$ cat src/design/softmax_log_sum_exp_row_top_defines.svh
// Assertion macros shared by the row softmax design
`ifndef SOFTMAX_LOG_SUM_EXP_ROW_TOP_DEFINES_SVH
`define SOFTMAX_LOG_SUM_EXP_ROW_TOP_DEFINES_SVH

// same-cycle implication, sampled on clk, off during reset
`define SMX_AST_IMP(name, ante, cons, msg) \
	name: assert property (@(posedge clk) disable iff (!arst_n) (ante) |-> (cons)) \
		else $error(msg);

// next-cycle implication, sampled on clk, off during reset
`define SMX_AST_NXT(name, ante, cons, msg) \
	name: assert property (@(posedge clk) disable iff (!arst_n) (ante) |=> (cons)) \
		else $error(msg);

`endif

$ cat src/design/smx_lse_pkg.sv
package smx_lse_pkg;

	localparam logic [31:0] LOG2E_Q22 = 32'd6051102;
	localparam logic [31:0] LN2_Q30   = 32'd744261118;
	localparam logic [31:0] LN2_Q16   = 32'd45426;
	localparam logic [30:0] Q30_ONE   = 31'h4000_0000;
	localparam logic [63:0] Q30_HALF  = 64'h2000_0000;
	localparam logic [63:0] Q23_HALF  = 64'h0080_0000;
	localparam logic [8:0]  EXP_N_MAX = 9'd40;
	localparam logic signed [15:0] LOGIT_MIN = 16'sh8000;
	localparam logic signed [15:0] LSE_MAX   = 16'sh7fff;
	localparam logic [3:0]  TAYLOR_TERMS = 4'd8;
	localparam logic [3:0]  SQ_LAST   = 4'd15;

	typedef enum logic [4:0] {
		ST_IDLE,
		ST_SUM_RD,
		ST_EX_M0,
		ST_EX_M1,
		ST_EX_U,
		ST_EX_A,
		ST_EX_W,
		ST_EX_Q,
		ST_EX_P,
		ST_EX_R,
		ST_SUM_ACC,
		ST_LN_NORM,
		ST_LN_SQ,
		ST_LN_CHK,
		ST_LN_MUL,
		ST_LN_RES,
		ST_LSE,
		ST_EMIT_RD,
		ST_EMIT_OUT,
		ST_EMIT_WAIT
	} st_t;

	// reciprocal for floor(w / k), w < 2^30: (w * mult) >> shift
	function automatic logic [30:0] div_mult(input logic [3:0] k);
		logic [30:0] m;
		case (k)
			4'd3:    m = 31'd1431655766;
			4'd5:    m = 31'd1717986919;
			4'd6:    m = 31'd1431655766;
			4'd7:    m = 31'd1227133514;
			default: m = 31'h4000_0000;
		endcase
		return m;
	endfunction

	function automatic logic [5:0] div_shift(input logic [3:0] k);
		logic [5:0] s;
		case (k)
			4'd1:    s = 6'd30;
			4'd2:    s = 6'd31;
			4'd3:    s = 6'd32;
			4'd4:    s = 6'd32;
			default: s = 6'd33;
		endcase
		return s;
	endfunction

endpackage

$ cat src/design/smx_lse_if.sv
interface smx_logit_if;
	logic               valid;
	logic               ready;
	logic signed [15:0] logit;

	modport source(output valid, output logit, input ready);
	modport sink(input valid, input logit, output ready);
endinterface

interface smx_result_if;
	logic               valid;
	logic               ready;
	logic        [5:0]  element_index;
	logic        [16:0] probability;
	logic signed [16:0] log_probability;
	logic signed [15:0] row_log_sum_exp;
	logic               last_of_row;

	modport source(output valid, output element_index, output probability,
		output log_probability, output row_log_sum_exp, output last_of_row, input ready);
	modport sink(input valid, input element_index, input probability,
		input log_probability, input row_log_sum_exp, input last_of_row, output ready);
endinterface

$ cat src/design/softmax_log_sum_exp_row_top.sv
// Logits are taken one per cycle while the row fills; the last logit of a row starts processing.
// Each exponential uses one shared 32x32 multiplier: 8 series terms, each through states EX_A, EX_W, EX_Q, EX_P.
// A row of N logits is summed one exponential at a time; the logarithm and log-sum-exp follow,
// then the N results go out through any output stall; no logit is taken until the last beat leaves.
// arst_n clears the fill count, running max, sum and handshakes; row_length resets to 16.
`include "softmax_log_sum_exp_row_top_defines.svh"

module softmax_log_sum_exp_row_top #(
	parameter int MAX_ROW = 16
) (
	input  logic                clk,
	input  logic                arst_n,
	input  logic                cfg_wr_en,
	input  logic [6:0]          cfg_wr_data,
	smx_logit_if.sink           logit_in,
	smx_result_if.source        res_out
);
	import smx_lse_pkg::*;

	localparam int IDX_W = (MAX_ROW > 1) ? $clog2(MAX_ROW) : 1;
	localparam int CNT_W = $clog2(MAX_ROW + 1);
	localparam logic [6:0] MAX_LEN = 7'(MAX_ROW);

	st_t state_q, state_d;

	logic        [6:0]       row_len_q;
	logic        [IDX_W-1:0] fill_q;
	logic        [IDX_W-1:0] idx_q;
	logic        [CNT_W-1:0] count_q;
	logic signed [15:0]      max_q;
	logic        [23:0]      sum_q;
	logic                    phase_q;
	logic        [3:0]       k_q;
	logic        [3:0]       sq_cnt_q;
	logic        [4:0]       msb_q;
	logic                    res_valid_q;

	logic        [63:0] prod_q;
	logic        [8:0]  n_q;
	logic        [29:0] u_q;
	logic        [30:0] p_q;
	logic        [29:0] w_q;
	logic        [16:0] exp_q;
	logic        [23:0] norm_q;
	logic        [30:0] m_q;
	logic        [15:0] bits_q;
	logic        [10:0] ln_q;
	logic signed [15:0] lse_q;
	logic        [5:0]  out_idx_q;
	logic        [16:0] out_prob_q;
	logic signed [16:0] out_logp_q;
	logic               out_last_q;

	logic signed [15:0] store_mem [MAX_ROW];
	logic signed [15:0] store_rdata_q;

	logic               in_acc;
	logic               row_end;
	logic        [6:0]  row_len;
	logic [CNT_W-1:0]   fill_cnt;
	logic               store_rd;
	logic        [31:0] mul_a;
	logic        [31:0] mul_b;
	logic signed [16:0] t_diff;
	logic        [15:0] t_val;
	logic        [31:0] sq_val;
	logic        [55:0] round_sum;
	logic signed [16:0] lse_sum;
	logic signed [16:0] logp;
	logic               elem_last;

	assign in_acc   = logit_in.valid & logit_in.ready;
	assign row_len  = (row_len_q == 7'd0) ? 7'd1 : ((row_len_q > MAX_LEN) ? MAX_LEN : row_len_q);
	assign fill_cnt = CNT_W'(fill_q) + CNT_W'(1);
	assign row_end  = (8'(fill_cnt) >= {1'b0, row_len});

	assign t_diff = phase_q ? ({lse_q[15], lse_q} - {store_rdata_q[15], store_rdata_q})
	                        : ({max_q[15], max_q} - {store_rdata_q[15], store_rdata_q});
	assign t_val  = t_diff[15:0];

	assign sq_val    = prod_q[61:30];
	assign round_sum = 56'(p_q) + (56'd1 << (6'd13 + n_q[5:0]));
	assign lse_sum   = {max_q[15], max_q} + $signed({6'd0, ln_q});
	assign logp      = {store_rdata_q[15], store_rdata_q} - {lse_q[15], lse_q};
	assign elem_last = (CNT_W'(idx_q) + CNT_W'(1)) == count_q;
	assign store_rd  = (state_q == ST_SUM_RD) || (state_q == ST_EMIT_RD);

	always_comb begin
		state_d = state_q;
		mul_a   = '0;
		mul_b   = '0;
		unique case (state_q)
			ST_IDLE: begin
				if (in_acc && row_end) state_d = ST_SUM_RD;
			end
			ST_SUM_RD:  state_d = ST_EX_M0;
			ST_EX_M0: begin
				mul_a   = 32'(t_val);
				mul_b   = LOG2E_Q22;
				state_d = ST_EX_M1;
			end
			ST_EX_M1: begin
				mul_a   = 32'(prod_q[29:0]);
				mul_b   = LN2_Q30;
				state_d = ST_EX_U;
			end
			ST_EX_U:    state_d = ST_EX_A;
			ST_EX_A: begin
				mul_a   = 32'(u_q);
				mul_b   = 32'(p_q);
				state_d = ST_EX_W;
			end
			ST_EX_W:    state_d = ST_EX_Q;
			ST_EX_Q: begin
				mul_a   = 32'(w_q);
				mul_b   = 32'(div_mult(k_q));
				state_d = ST_EX_P;
			end
			ST_EX_P:    state_d = (k_q == 4'd1) ? ST_EX_R : ST_EX_A;
			ST_EX_R:    state_d = phase_q ? ST_EMIT_OUT : ST_SUM_ACC;
			ST_SUM_ACC: state_d = elem_last ? ST_LN_NORM : ST_SUM_RD;
			ST_LN_NORM: begin
				if (sum_q[23:16] == 8'd0) begin
					state_d = ST_LSE;
				end else if (norm_q[23]) begin
					state_d = ST_LN_SQ;
				end
			end
			ST_LN_SQ: begin
				mul_a   = 32'(m_q);
				mul_b   = 32'(m_q);
				state_d = ST_LN_CHK;
			end
			ST_LN_CHK:  state_d = (sq_cnt_q == SQ_LAST) ? ST_LN_MUL : ST_LN_SQ;
			ST_LN_MUL: begin
				mul_a   = 32'({3'(msb_q - 5'd16), bits_q});
				mul_b   = LN2_Q16;
				state_d = ST_LN_RES;
			end
			ST_LN_RES:  state_d = ST_LSE;
			ST_LSE:     state_d = ST_EMIT_RD;
			ST_EMIT_RD: state_d = ST_EX_M0;
			ST_EMIT_OUT: state_d = ST_EMIT_WAIT;
			ST_EMIT_WAIT: begin
				if (res_out.ready) state_d = elem_last ? ST_IDLE : ST_EMIT_RD;
			end
			default:    state_d = ST_IDLE;
		endcase
	end

	always_ff @(posedge clk or negedge arst_n) begin
		if (!arst_n) begin
			state_q <= ST_IDLE;
		end else begin
			state_q <= state_d;
		end
	end

	always_ff @(posedge clk or negedge arst_n) begin
		if (!arst_n) begin
			row_len_q   <= 7'd16;
			fill_q      <= '0;
			idx_q       <= '0;
			count_q     <= '0;
			max_q       <= LOGIT_MIN;
			sum_q       <= '0;
			phase_q     <= 1'b0;
			k_q         <= '0;
			sq_cnt_q    <= '0;
			msb_q       <= '0;
			res_valid_q <= 1'b0;
		end else begin
			if (cfg_wr_en) row_len_q <= cfg_wr_data;
			case (state_q)
				ST_IDLE: begin
					if (in_acc) begin
						if (logit_in.logit > max_q) max_q <= logit_in.logit;
						if (row_end) begin
							count_q <= fill_cnt;
							idx_q   <= '0;
							phase_q <= 1'b0;
							sum_q   <= '0;
						end else begin
							fill_q <= fill_q + IDX_W'(1);
						end
					end
				end
				ST_EX_U:    k_q <= TAYLOR_TERMS;
				ST_EX_P:    k_q <= k_q - 4'd1;
				ST_SUM_ACC: begin
					sum_q <= sum_q + 24'(exp_q);
					msb_q <= 5'd23;
					if (!elem_last) idx_q <= idx_q + IDX_W'(1);
				end
				ST_LN_NORM: begin
					sq_cnt_q <= '0;
					if (!norm_q[23]) msb_q <= msb_q - 5'd1;
				end
				ST_LN_CHK:  sq_cnt_q <= sq_cnt_q + 4'd1;
				ST_LSE: begin
					idx_q   <= '0;
					phase_q <= 1'b1;
				end
				ST_EMIT_OUT: res_valid_q <= 1'b1;
				ST_EMIT_WAIT: begin
					if (res_out.ready) begin
						res_valid_q <= 1'b0;
						if (elem_last) begin
							// close the row
							fill_q  <= '0;
							max_q   <= LOGIT_MIN;
							sum_q   <= '0;
							phase_q <= 1'b0;
						end else begin
							idx_q <= idx_q + IDX_W'(1);
						end
					end
				end
				default: ;
			endcase
		end
	end

	always_ff @(posedge clk) begin
		prod_q <= mul_a * mul_b;
		case (state_q)
			ST_EX_M1: n_q <= prod_q[38:30];
			ST_EX_U: begin
				u_q <= 30'((prod_q + Q30_HALF) >> 30);
				p_q <= Q30_ONE;
			end
			ST_EX_W:  w_q <= 30'((prod_q + (64'(k_q) << 29)) >> 30);
			ST_EX_P:  p_q <= Q30_ONE - 31'(prod_q >> div_shift(k_q));
			ST_EX_R:  exp_q <= (n_q > EXP_N_MAX) ? 17'd0 : 17'(round_sum >> (6'd14 + n_q[5:0]));
			ST_SUM_ACC: norm_q <= sum_q + 24'(exp_q);
			ST_LN_NORM: begin
				if (sum_q[23:16] == 8'd0) begin
					ln_q <= '0;
				end else if (norm_q[23]) begin
					m_q    <= {norm_q, 7'd0};
					bits_q <= '0;
				end else begin
					norm_q <= {norm_q[22:0], 1'b0};
				end
			end
			ST_LN_CHK: begin
				bits_q <= {bits_q[14:0], sq_val[31]};
				m_q    <= sq_val[31] ? sq_val[31:1] : sq_val[30:0];
			end
			ST_LN_RES: ln_q <= 11'((prod_q + Q23_HALF) >> 24);
			ST_LSE:    lse_q <= (!lse_sum[16] && lse_sum[15]) ? LSE_MAX : lse_sum[15:0];
			ST_EMIT_OUT: begin
				out_idx_q  <= 6'(idx_q);
				out_prob_q <= exp_q;
				out_logp_q <= logp;
				out_last_q <= elem_last;
			end
			default: ;
		endcase
	end

	always_ff @(posedge clk) begin
		if (in_acc) store_mem[fill_q] <= logit_in.logit;
		if (store_rd) store_rdata_q <= store_mem[idx_q];
	end

	assign logit_in.ready          = (state_q == ST_IDLE);
	assign res_out.valid           = res_valid_q;
	assign res_out.element_index   = out_idx_q;
	assign res_out.probability     = out_prob_q;
	assign res_out.log_probability = out_logp_q;
	assign res_out.row_log_sum_exp = lse_q;
	assign res_out.last_of_row     = out_last_q;

	`SMX_AST_NXT(a_row_close, res_out.valid && res_out.ready && res_out.last_of_row, state_q == ST_IDLE, "row not closed after last beat")
	`SMX_AST_NXT(a_row_start, in_acc && row_end, state_q == ST_SUM_RD, "full row did not start summing")
	`SMX_AST_IMP(a_prob_range, res_out.valid, res_out.probability <= 17'd65536, "probability above one")
	`SMX_AST_IMP(a_logp_sign, res_out.valid, res_out.log_probability[16] || (res_out.log_probability == 17'sd0), "positive log probability")
	`SMX_AST_IMP(a_lse_ge_max, state_q == ST_EMIT_OUT, lse_q >= max_q, "log-sum-exp below row max")

endmodule

$ cat src/flat_wrapper.sv
// flat-port wrapper written by rule: the top's interface ports become plain ports
module softmax_log_sum_exp_row_top_flat import smx_lse_pkg::*;
#(
	parameter int MAX_ROW = 16
)
  (clk, arst_n, cfg_wr_en, cfg_wr_data, logit_in_valid, logit_in_logit, logit_in_ready, res_out_valid, res_out_element_index, res_out_probability, res_out_log_probability, res_out_row_log_sum_exp, res_out_last_of_row, res_out_ready);
  smx_logit_if logit_in_i ();
  smx_result_if res_out_i ();
  input  logic clk;
  input  logic arst_n;
  input  logic cfg_wr_en;
  input  logic [6:0] cfg_wr_data;
  input wire logic [$bits(logit_in_i.valid)-1:0] logit_in_valid;
  input wire logic [$bits(logit_in_i.logit)-1:0] logit_in_logit;
  output wire logic [$bits(logit_in_i.ready)-1:0] logit_in_ready;
  output wire logic [$bits(res_out_i.valid)-1:0] res_out_valid;
  output wire logic [$bits(res_out_i.element_index)-1:0] res_out_element_index;
  output wire logic [$bits(res_out_i.probability)-1:0] res_out_probability;
  output wire logic [$bits(res_out_i.log_probability)-1:0] res_out_log_probability;
  output wire logic [$bits(res_out_i.row_log_sum_exp)-1:0] res_out_row_log_sum_exp;
  output wire logic [$bits(res_out_i.last_of_row)-1:0] res_out_last_of_row;
  input wire logic [$bits(res_out_i.ready)-1:0] res_out_ready;
  assign logit_in_i.valid = logit_in_valid;
  assign logit_in_i.logit = logit_in_logit;
  assign logit_in_ready = logit_in_i.ready;
  assign res_out_valid = res_out_i.valid;
  assign res_out_element_index = res_out_i.element_index;
  assign res_out_probability = res_out_i.probability;
  assign res_out_log_probability = res_out_i.log_probability;
  assign res_out_row_log_sum_exp = res_out_i.row_log_sum_exp;
  assign res_out_last_of_row = res_out_i.last_of_row;
  assign res_out_i.ready = res_out_ready;
  softmax_log_sum_exp_row_top #(.MAX_ROW(MAX_ROW)) u_core (.clk(clk), .arst_n(arst_n), .cfg_wr_en(cfg_wr_en), .cfg_wr_data(cfg_wr_data), .logit_in(logit_in_i), .res_out(res_out_i));
endmodule
$ cat config.mk
export PLATFORM = sky130hd
export DESIGN_NAME = softmax_log_sum_exp_row_top_flat
export DESIGN_NICKNAME = d
export VERILOG_FILES = /design/src/design/smx_lse_pkg.sv /design/src/design/smx_lse_if.sv /design/src/design/softmax_log_sum_exp_row_top.sv /design/src/flat_wrapper.sv
export VERILOG_INCLUDE_DIRS = /design/src /design/src/design
export SDC_FILE = /design/constraint.sdc
export NUM_CORES = 2
export LEC_CHECK = 0
export ABC_AREA = 1
export BUFFER_PORTS_ARGS = -buffer_cell sky130_fd_sc_hd__buf_2
export CAP_MARGIN = 5
export CORE_MARGIN = 4
export CORE_UTILIZATION = 25
export CTS_BUF_LIST = sky130_fd_sc_hd__clkbuf_8
export DETAILED_ROUTE_END_ITERATION = 8
export HOLD_SLACK_MARGIN = 0.08
export SLEW_MARGIN = 20
export SYNTH_ARGS = -nofsm -noshare
export SYNTH_HDL_FRONTEND = slang
export SYNTH_SLANG_ARGS = --single-unit
$ cat constraint.sdc
create_clock -name clk -period 8.55 [get_ports clk]
set_input_delay 0.4275 -clock clk [delete_from_list [all_inputs] [get_ports clk]]
set_output_delay 0.4275 -clock clk [all_outputs]
set_load 0.02 [all_outputs]
---- After elaboration in Yosys (flattened, before gate mapping) ----
Memory sizes are Yosys's and may differ from the RTL's. A register that Yosys moved wholly into a read port is not among the register bits.
Index checks and enable logic that the tools add are counted.
cells by class
  eq/ne operators ......................... 40
  reductions and logical operators ........ 32
  shifts and indexed selects .............. 3
  $mul .................................... 1
  add/subtract/negate cells ............... 20
  bitwise gates (word level) .............. 1
  muxes and demuxes ....................... 64
  $lt $le $gt $ge ......................... 4
operator list
  cell                      number
  $pmux W31 S6              2
  $mux W24                  6
  $pmux W31 S2              2
  $mux W16                  7
  $pmux W5 S19              1
  $mux W31                  3
  $pmux W30 S3              1
  $pmux W24 S3              1
  $pmux W16 S2              2
  $mul A31 B31 Y62          1
  $shr A62 B6 Y31           1
  $add A60 B30 Y60 const B  1
  $add A60 B33 Y60          1
  $add A31 B56 Y56          1
  $shl A1 B6 Y56 const A    1
  $shr A56 B6 Y17           1
  $pmux W24 S2              1
  $eq A5 B4 Y1 const B      8
  $mux W4                   10
  $add A35 B24 Y35 const B  1
  $mux W5                   7
  $sub A16 B16 Y16          2
  $sub A31 B31 Y31 const A  1
  $add A24 B17 Y24          1
  51 further kinds          102
word-level totals
  input port bits ......................... 28
  memory bits (writable) .................. 256
  memories kept ........................... 1
  logic and storage cells ................. 194
  bits in registers ....................... 396
  output and inout bits ................... 59
memory list
  name              depth  width  read ports  clocked after memory_dff  wr ports  line                               RTL
  u_core.store_mem  16     16     1           1                         1         softmax_log_sum_exp_row_top.sv:54  logic signed [15:0] store_mem [MAX_ROW];

---- Longest topological paths before layout ----
  depth after elaboration ................. 7
  gate-level depth with buffers ........... 49
  depth with buffers taken out ............ 47

---- Worst setup path before layout ----
No wires, ideal clock.
  path kind ............................... flip-flop to flip-flop
  start ................................... reg u_core.phase_q
  end ..................................... reg u_core.prod_q[42]
  setup slack ............................. -0.258 ns
  arrival time ............................ 8.688 ns
  stages on the path, launching flop included .. 42
  data required time ...................... 8.430 ns
  setup time .............................. 0.120 ns
  period minus slack after synthesis ...... 8.808 ns
  buffers on the path ..................... 3
  cell sequence ........................... dfrtp_1 -> clkbuf_1 -> clkbuf_1 -> mux2i_1 -> ha_1 -> fa_1 -> inv_1 -> nand3_1 -> nand3_1 -> a21oi_1 -> o21ai_1 -> nand2_1 -> nand2_1 -> nand2_1 -> inv_1 -> clkbuf_1 -> nor2_1 -> fa_1 -> [... 6 more ...] -> inv_1 -> fa_1 -> inv_1 -> fa_1 -> inv_1 -> fa_1 -> inv_1 -> ha_1 -> nand2_1 -> nor2_1 -> inv_1 -> nor4_1 -> a21oi_1 -> o21ai_0 -> a21oi_1 -> inv_1 -> a21oi_1 -> xnor2_1
between the ends
  cells in the longest elaborated chain, start to end .. 3
RTL lines
  element                   line                                RTL
  start: declaration        softmax_log_sum_exp_row_top.sv:32   logic phase_q;
  start signal: assignment  softmax_log_sum_exp_row_top.sv:167  phase_q <= 1'b0;
  start signal: assignment  softmax_log_sum_exp_row_top.sv:181  phase_q <= 1'b0;
  start signal: assignment  softmax_log_sum_exp_row_top.sv:202  phase_q <= 1'b1;
  $mux W16                  softmax_log_sum_exp_row_top.sv:77   assign t_diff = phase_q ? ({lse_q[15], lse_q} - {store_rdata_q[15], store_rdata_q})
  $pmux W31 S6              softmax_log_sum_exp_row_top.sv:92   unique case (state_q)
  $mul A31 B31 Y62          softmax_log_sum_exp_row_top.sv:225  prod_q <= mul_a * mul_b;
  end signal: assignment    softmax_log_sum_exp_row_top.sv:225
  end: declaration          softmax_log_sum_exp_row_top.sv:38   logic [63:0] prod_q;
No other way between the ends.
A chain may end at the register's enable or synchronous reset.

---- Worst setup path after layout ----
  start ................................... reg u_core.phase_q
  end ..................................... reg u_core.prod_q[60]
Same word-level chain as after synthesis.

==> results.cfg <==
[status]
status = finished with violations
violations = negative setup slack

[yosys]
synth_edf_count = 526
yosys_most_used_dff = edfxtp_1
asyncSetResetFlopFracSynth_pct = 11.7
synth_seq_cells = 666
synthCells = 7840
syn-cell-area_um2 = 67400
avgSynthCellArea_um2 = 8.60
ys_types = 66
yosysSeqAreaShare_pct = 28.2
ys_warn_count = 0

[critical_path]
reg2reg_from = u_core.phase_q
cpPeakStageDelay_ns = 0.61
arrival_ns = 9.67
reg2reg_depth = 42
r2r_slack_ns = -0.44
r2r_end = u_core.prod_q[60]
start_kind = register
crit_fanout = 5
critPathKind = reg2reg
cp.required_ns = 9.22
end_kind = register
slowest_stage = fa_2

[layout]
utilization_pct = 31.0
nets = 9856
final_common_cell = nand2_1
final_cell_mix = 1,668 x nand2_1, 1,479 x inv_1, 809 x fa_1
area_growth_pct = 23.4
fill_cells = 28100
stdcell_count = 12200
drive_above_1_share_pct = 17.4

[sta]
rsz0062_at_grt = true
setup_viol = 32
slew_viol_final = 0
finalHoldViolCount = 0
fin_skew_ns = 0.0721
fmax_mhz = 111
finalCriticalPeriod_ns = 8.99
worst_pin_slew_ns = 1.14
period_share_pct = 105
fin_tns_setup_ns = -7.11
relSlewSlack_pct = 23.8
setup_ws_ns = -0.445

[clock_tree]
numCtsBuffers = 109
clock_sinks = 666
cts-htree-levels = 3
clk_pin_slew_ns = 0.06
clk_latency_ns = 0.83
cts_tree = built
clk_path_buf_depth = 3
root_buffer = clkbuf_8

[detailed_routing]
wirelength_mm = 232
wl_per_cell_um = 18.9
drtIter0Drc = 4658
postRouteAntennaNets = 0
vias = 56300
firstDrtPassIters = 6
drc = 0
avgViaCountPerCell = 4.60

[global_route]
grt_pass1_wl_mm = 349
grt_pass1_vias = 56100
grt-ovfl-total = 0
grt_max_degree = 72
antenna_found_initial = 4
gr-usage-all-layers_pct = 16.3

[floorplanning]
num_rows = 190
io_pins = 87
core-area_um2 = 268000
die_w_um = 527
fp.dieH_um = 527
die_area_um2 = 278000
start_util_pct = 25.1

[placed_design]
placedCellCount = 11900
dp_slack_ns = -0.683
portBuffers = 84
dpl.hpwl_mm = 188
place.gp.congestion = 0.948

[hold_path]
hold_class = in2reg
min_to = u_core.store_mem[15][0]
hp-start = logit_in_valid
whs_path_depth = 4

[run]
drv_cap = 0
-- cell usage after synthesis, drive strengths merged (6+ instances only) --
cell type / number / share of area [%]
nand2: 1738 / 9.7
inv: 1500 / 8.4
fa: 843 / 25
nor2: 720 / 4.1
edfxtp: 526 / 23
ha: 386 / 7.2
o21ai: 363 / 2.8
nand3: 330 / 2.5
a21oi: 260 / 1.9
clkbuf: 161 / 0.90
xor2: 138 / 1.8
buf: 121 / 0.95
dfrtp: 76 / 2.8
o211ai: 76 / 0.85
mux2i: 65 / 0.96
dfxtp: 62 / 1.8
nor3: 61 / 0.47
o22ai: 55 / 0.58
nand4: 47 / 0.44
xnor2: 39 / 0.51
clkinv: 33 / 0.18
a31oi: 26 / 0.24
nor4: 25 / 0.25
o221ai: 24 / 0.31
a21o: 20 / 0.22
and2: 20 / 0.19
a211oi: 15 / 0.17
or2: 15 / 0.14
a22o: 13 / 0.17
a21boi: 11 / 0.12
nand3b: 11 / 0.12
o21a: 10 / 0.11
a221oi: 8 / 0.10
o21bai: 8 / 0.089
and3: 6 / 0.056
-- routing by layer --
layer  vias up  wire length, µm  global-route usage (%)
li1      26200                -                       -
met1     27700           102000                    22.5
met2      2012           103000                    25.6
met3       395            16400                    2.53
met4         4            10500                    6.16
met5         -               32                       0
-- sequential cells by signal (all words and copies together) (netlist names), 5 cells and up --
name	flops
u_core.store_mem	256
u_core.prod_q	62
u_core.m_q	31
u_core.p_q	31
u_core.u_q	30
u_core.w_q	30
u_core.norm_q	24
u_core.sum_q	24
u_core.exp_q	17
u_core.res_out.log_probability	17
u_core.res_out.probability	17
u_core.bits_q	16
u_core.max_q	16
u_core.res_out.row_log_sum_exp	16
u_core.store_rdata_q	16
u_core.ln_q	11
u_core.n_q	9
u_core.row_len_q	7
u_core.count_q	5
u_core.state_q	5
-- worst max path at each step --
stage	startpoint	endpoint	slack, ns	cells after the start
global route	u_core.phase_q	u_core.prod_q[60]	-0.77	44
floorplan	u_core.phase_q	u_core.prod_q[42]	-0.005	42
finish	u_core.phase_q	u_core.prod_q[60]	-0.44	42
detailed placement	u_core.phase_q	u_core.prod_q[60]	-0.68	43
global placement	u_core.state_q[1]	u_core.prod_q[33]	-0.72	36
CTS	u_core.phase_q	u_core.prod_q[60]	-0.36	43
-- kinds of logic (layout without fill, tap and decap cells) --
| family | Yosys count | after routing | synth area share (%) |
|---|---|---|---|
| AOI/OAI and AO/OA | 908 | 908 | 7.90 |
| muxes | 70 | 70 | 1.05 |
| DFF | 666 | 666 | 28.2 |
| and+or+nand+nor | 2974 | 2974 | 18.0 |
| xor gates and xnor gates | 177 | 177 | 2.32 |
| buffers and inverters | 1815 | 2665 | 10.4 |
| other | 1 | 3 | 0.00556 |
| adders and majority gates | 1229 | 1229 | 32.2 |
-- critical path, delay by kind of cell, from the launching register on --
kind	cells	cell delay [ns]
flops	1	0.49
fa+ha+maj	10	4.76
buf+inv	9	0.71
compound gates	9	1.58
simple gates	14	1.30
-- timing repair --
action / CTS / global route
cloned: 0 / 6
gates resized for setup: 157 / 386
endpoints found under the hold margin: 356 / 0
pin swaps: 65 / 127
hold buffers: 35 / 0
setup endpoints to repair: 40 / 44
buffers inserted: 17 / 57
-- through the flow --
step	hold WS (ns)	area, µm²
6_report	0.313	83200
3_5_place_dp	0.273	77700
5_1_grt	0.304	83200
3_3_place_gp	0.275	77700
2_1_floorplan	0.132	67400
4_1_cts	0.233	81100
-- final cells by class --
| cell class | instances | area (µm²) | share of cell area (%) |
|---|---|---|---|
| Sequential cell | 666 | 19000 | 22.8 |
| Clock buffer | 118 | 1620 | 1.95 |
| Tap cell | 3552 | 4440 | 5.34 |
| Inverter | 1533 | 5780 | 6.94 |
| Timing Repair Buffer | 929 | 8230 | 9.90 |
| Multi-Input combinational cell | 5360 | 43500 | 52.3 |
| Clock inverter | 85 | 634 | 0.762 |
| Antenna cell | 1 | 2.50 | 0.00301 |
Power is not shown: default switching activity piles up to over one toggle a cycle in this logic, so the estimate is an artifact.
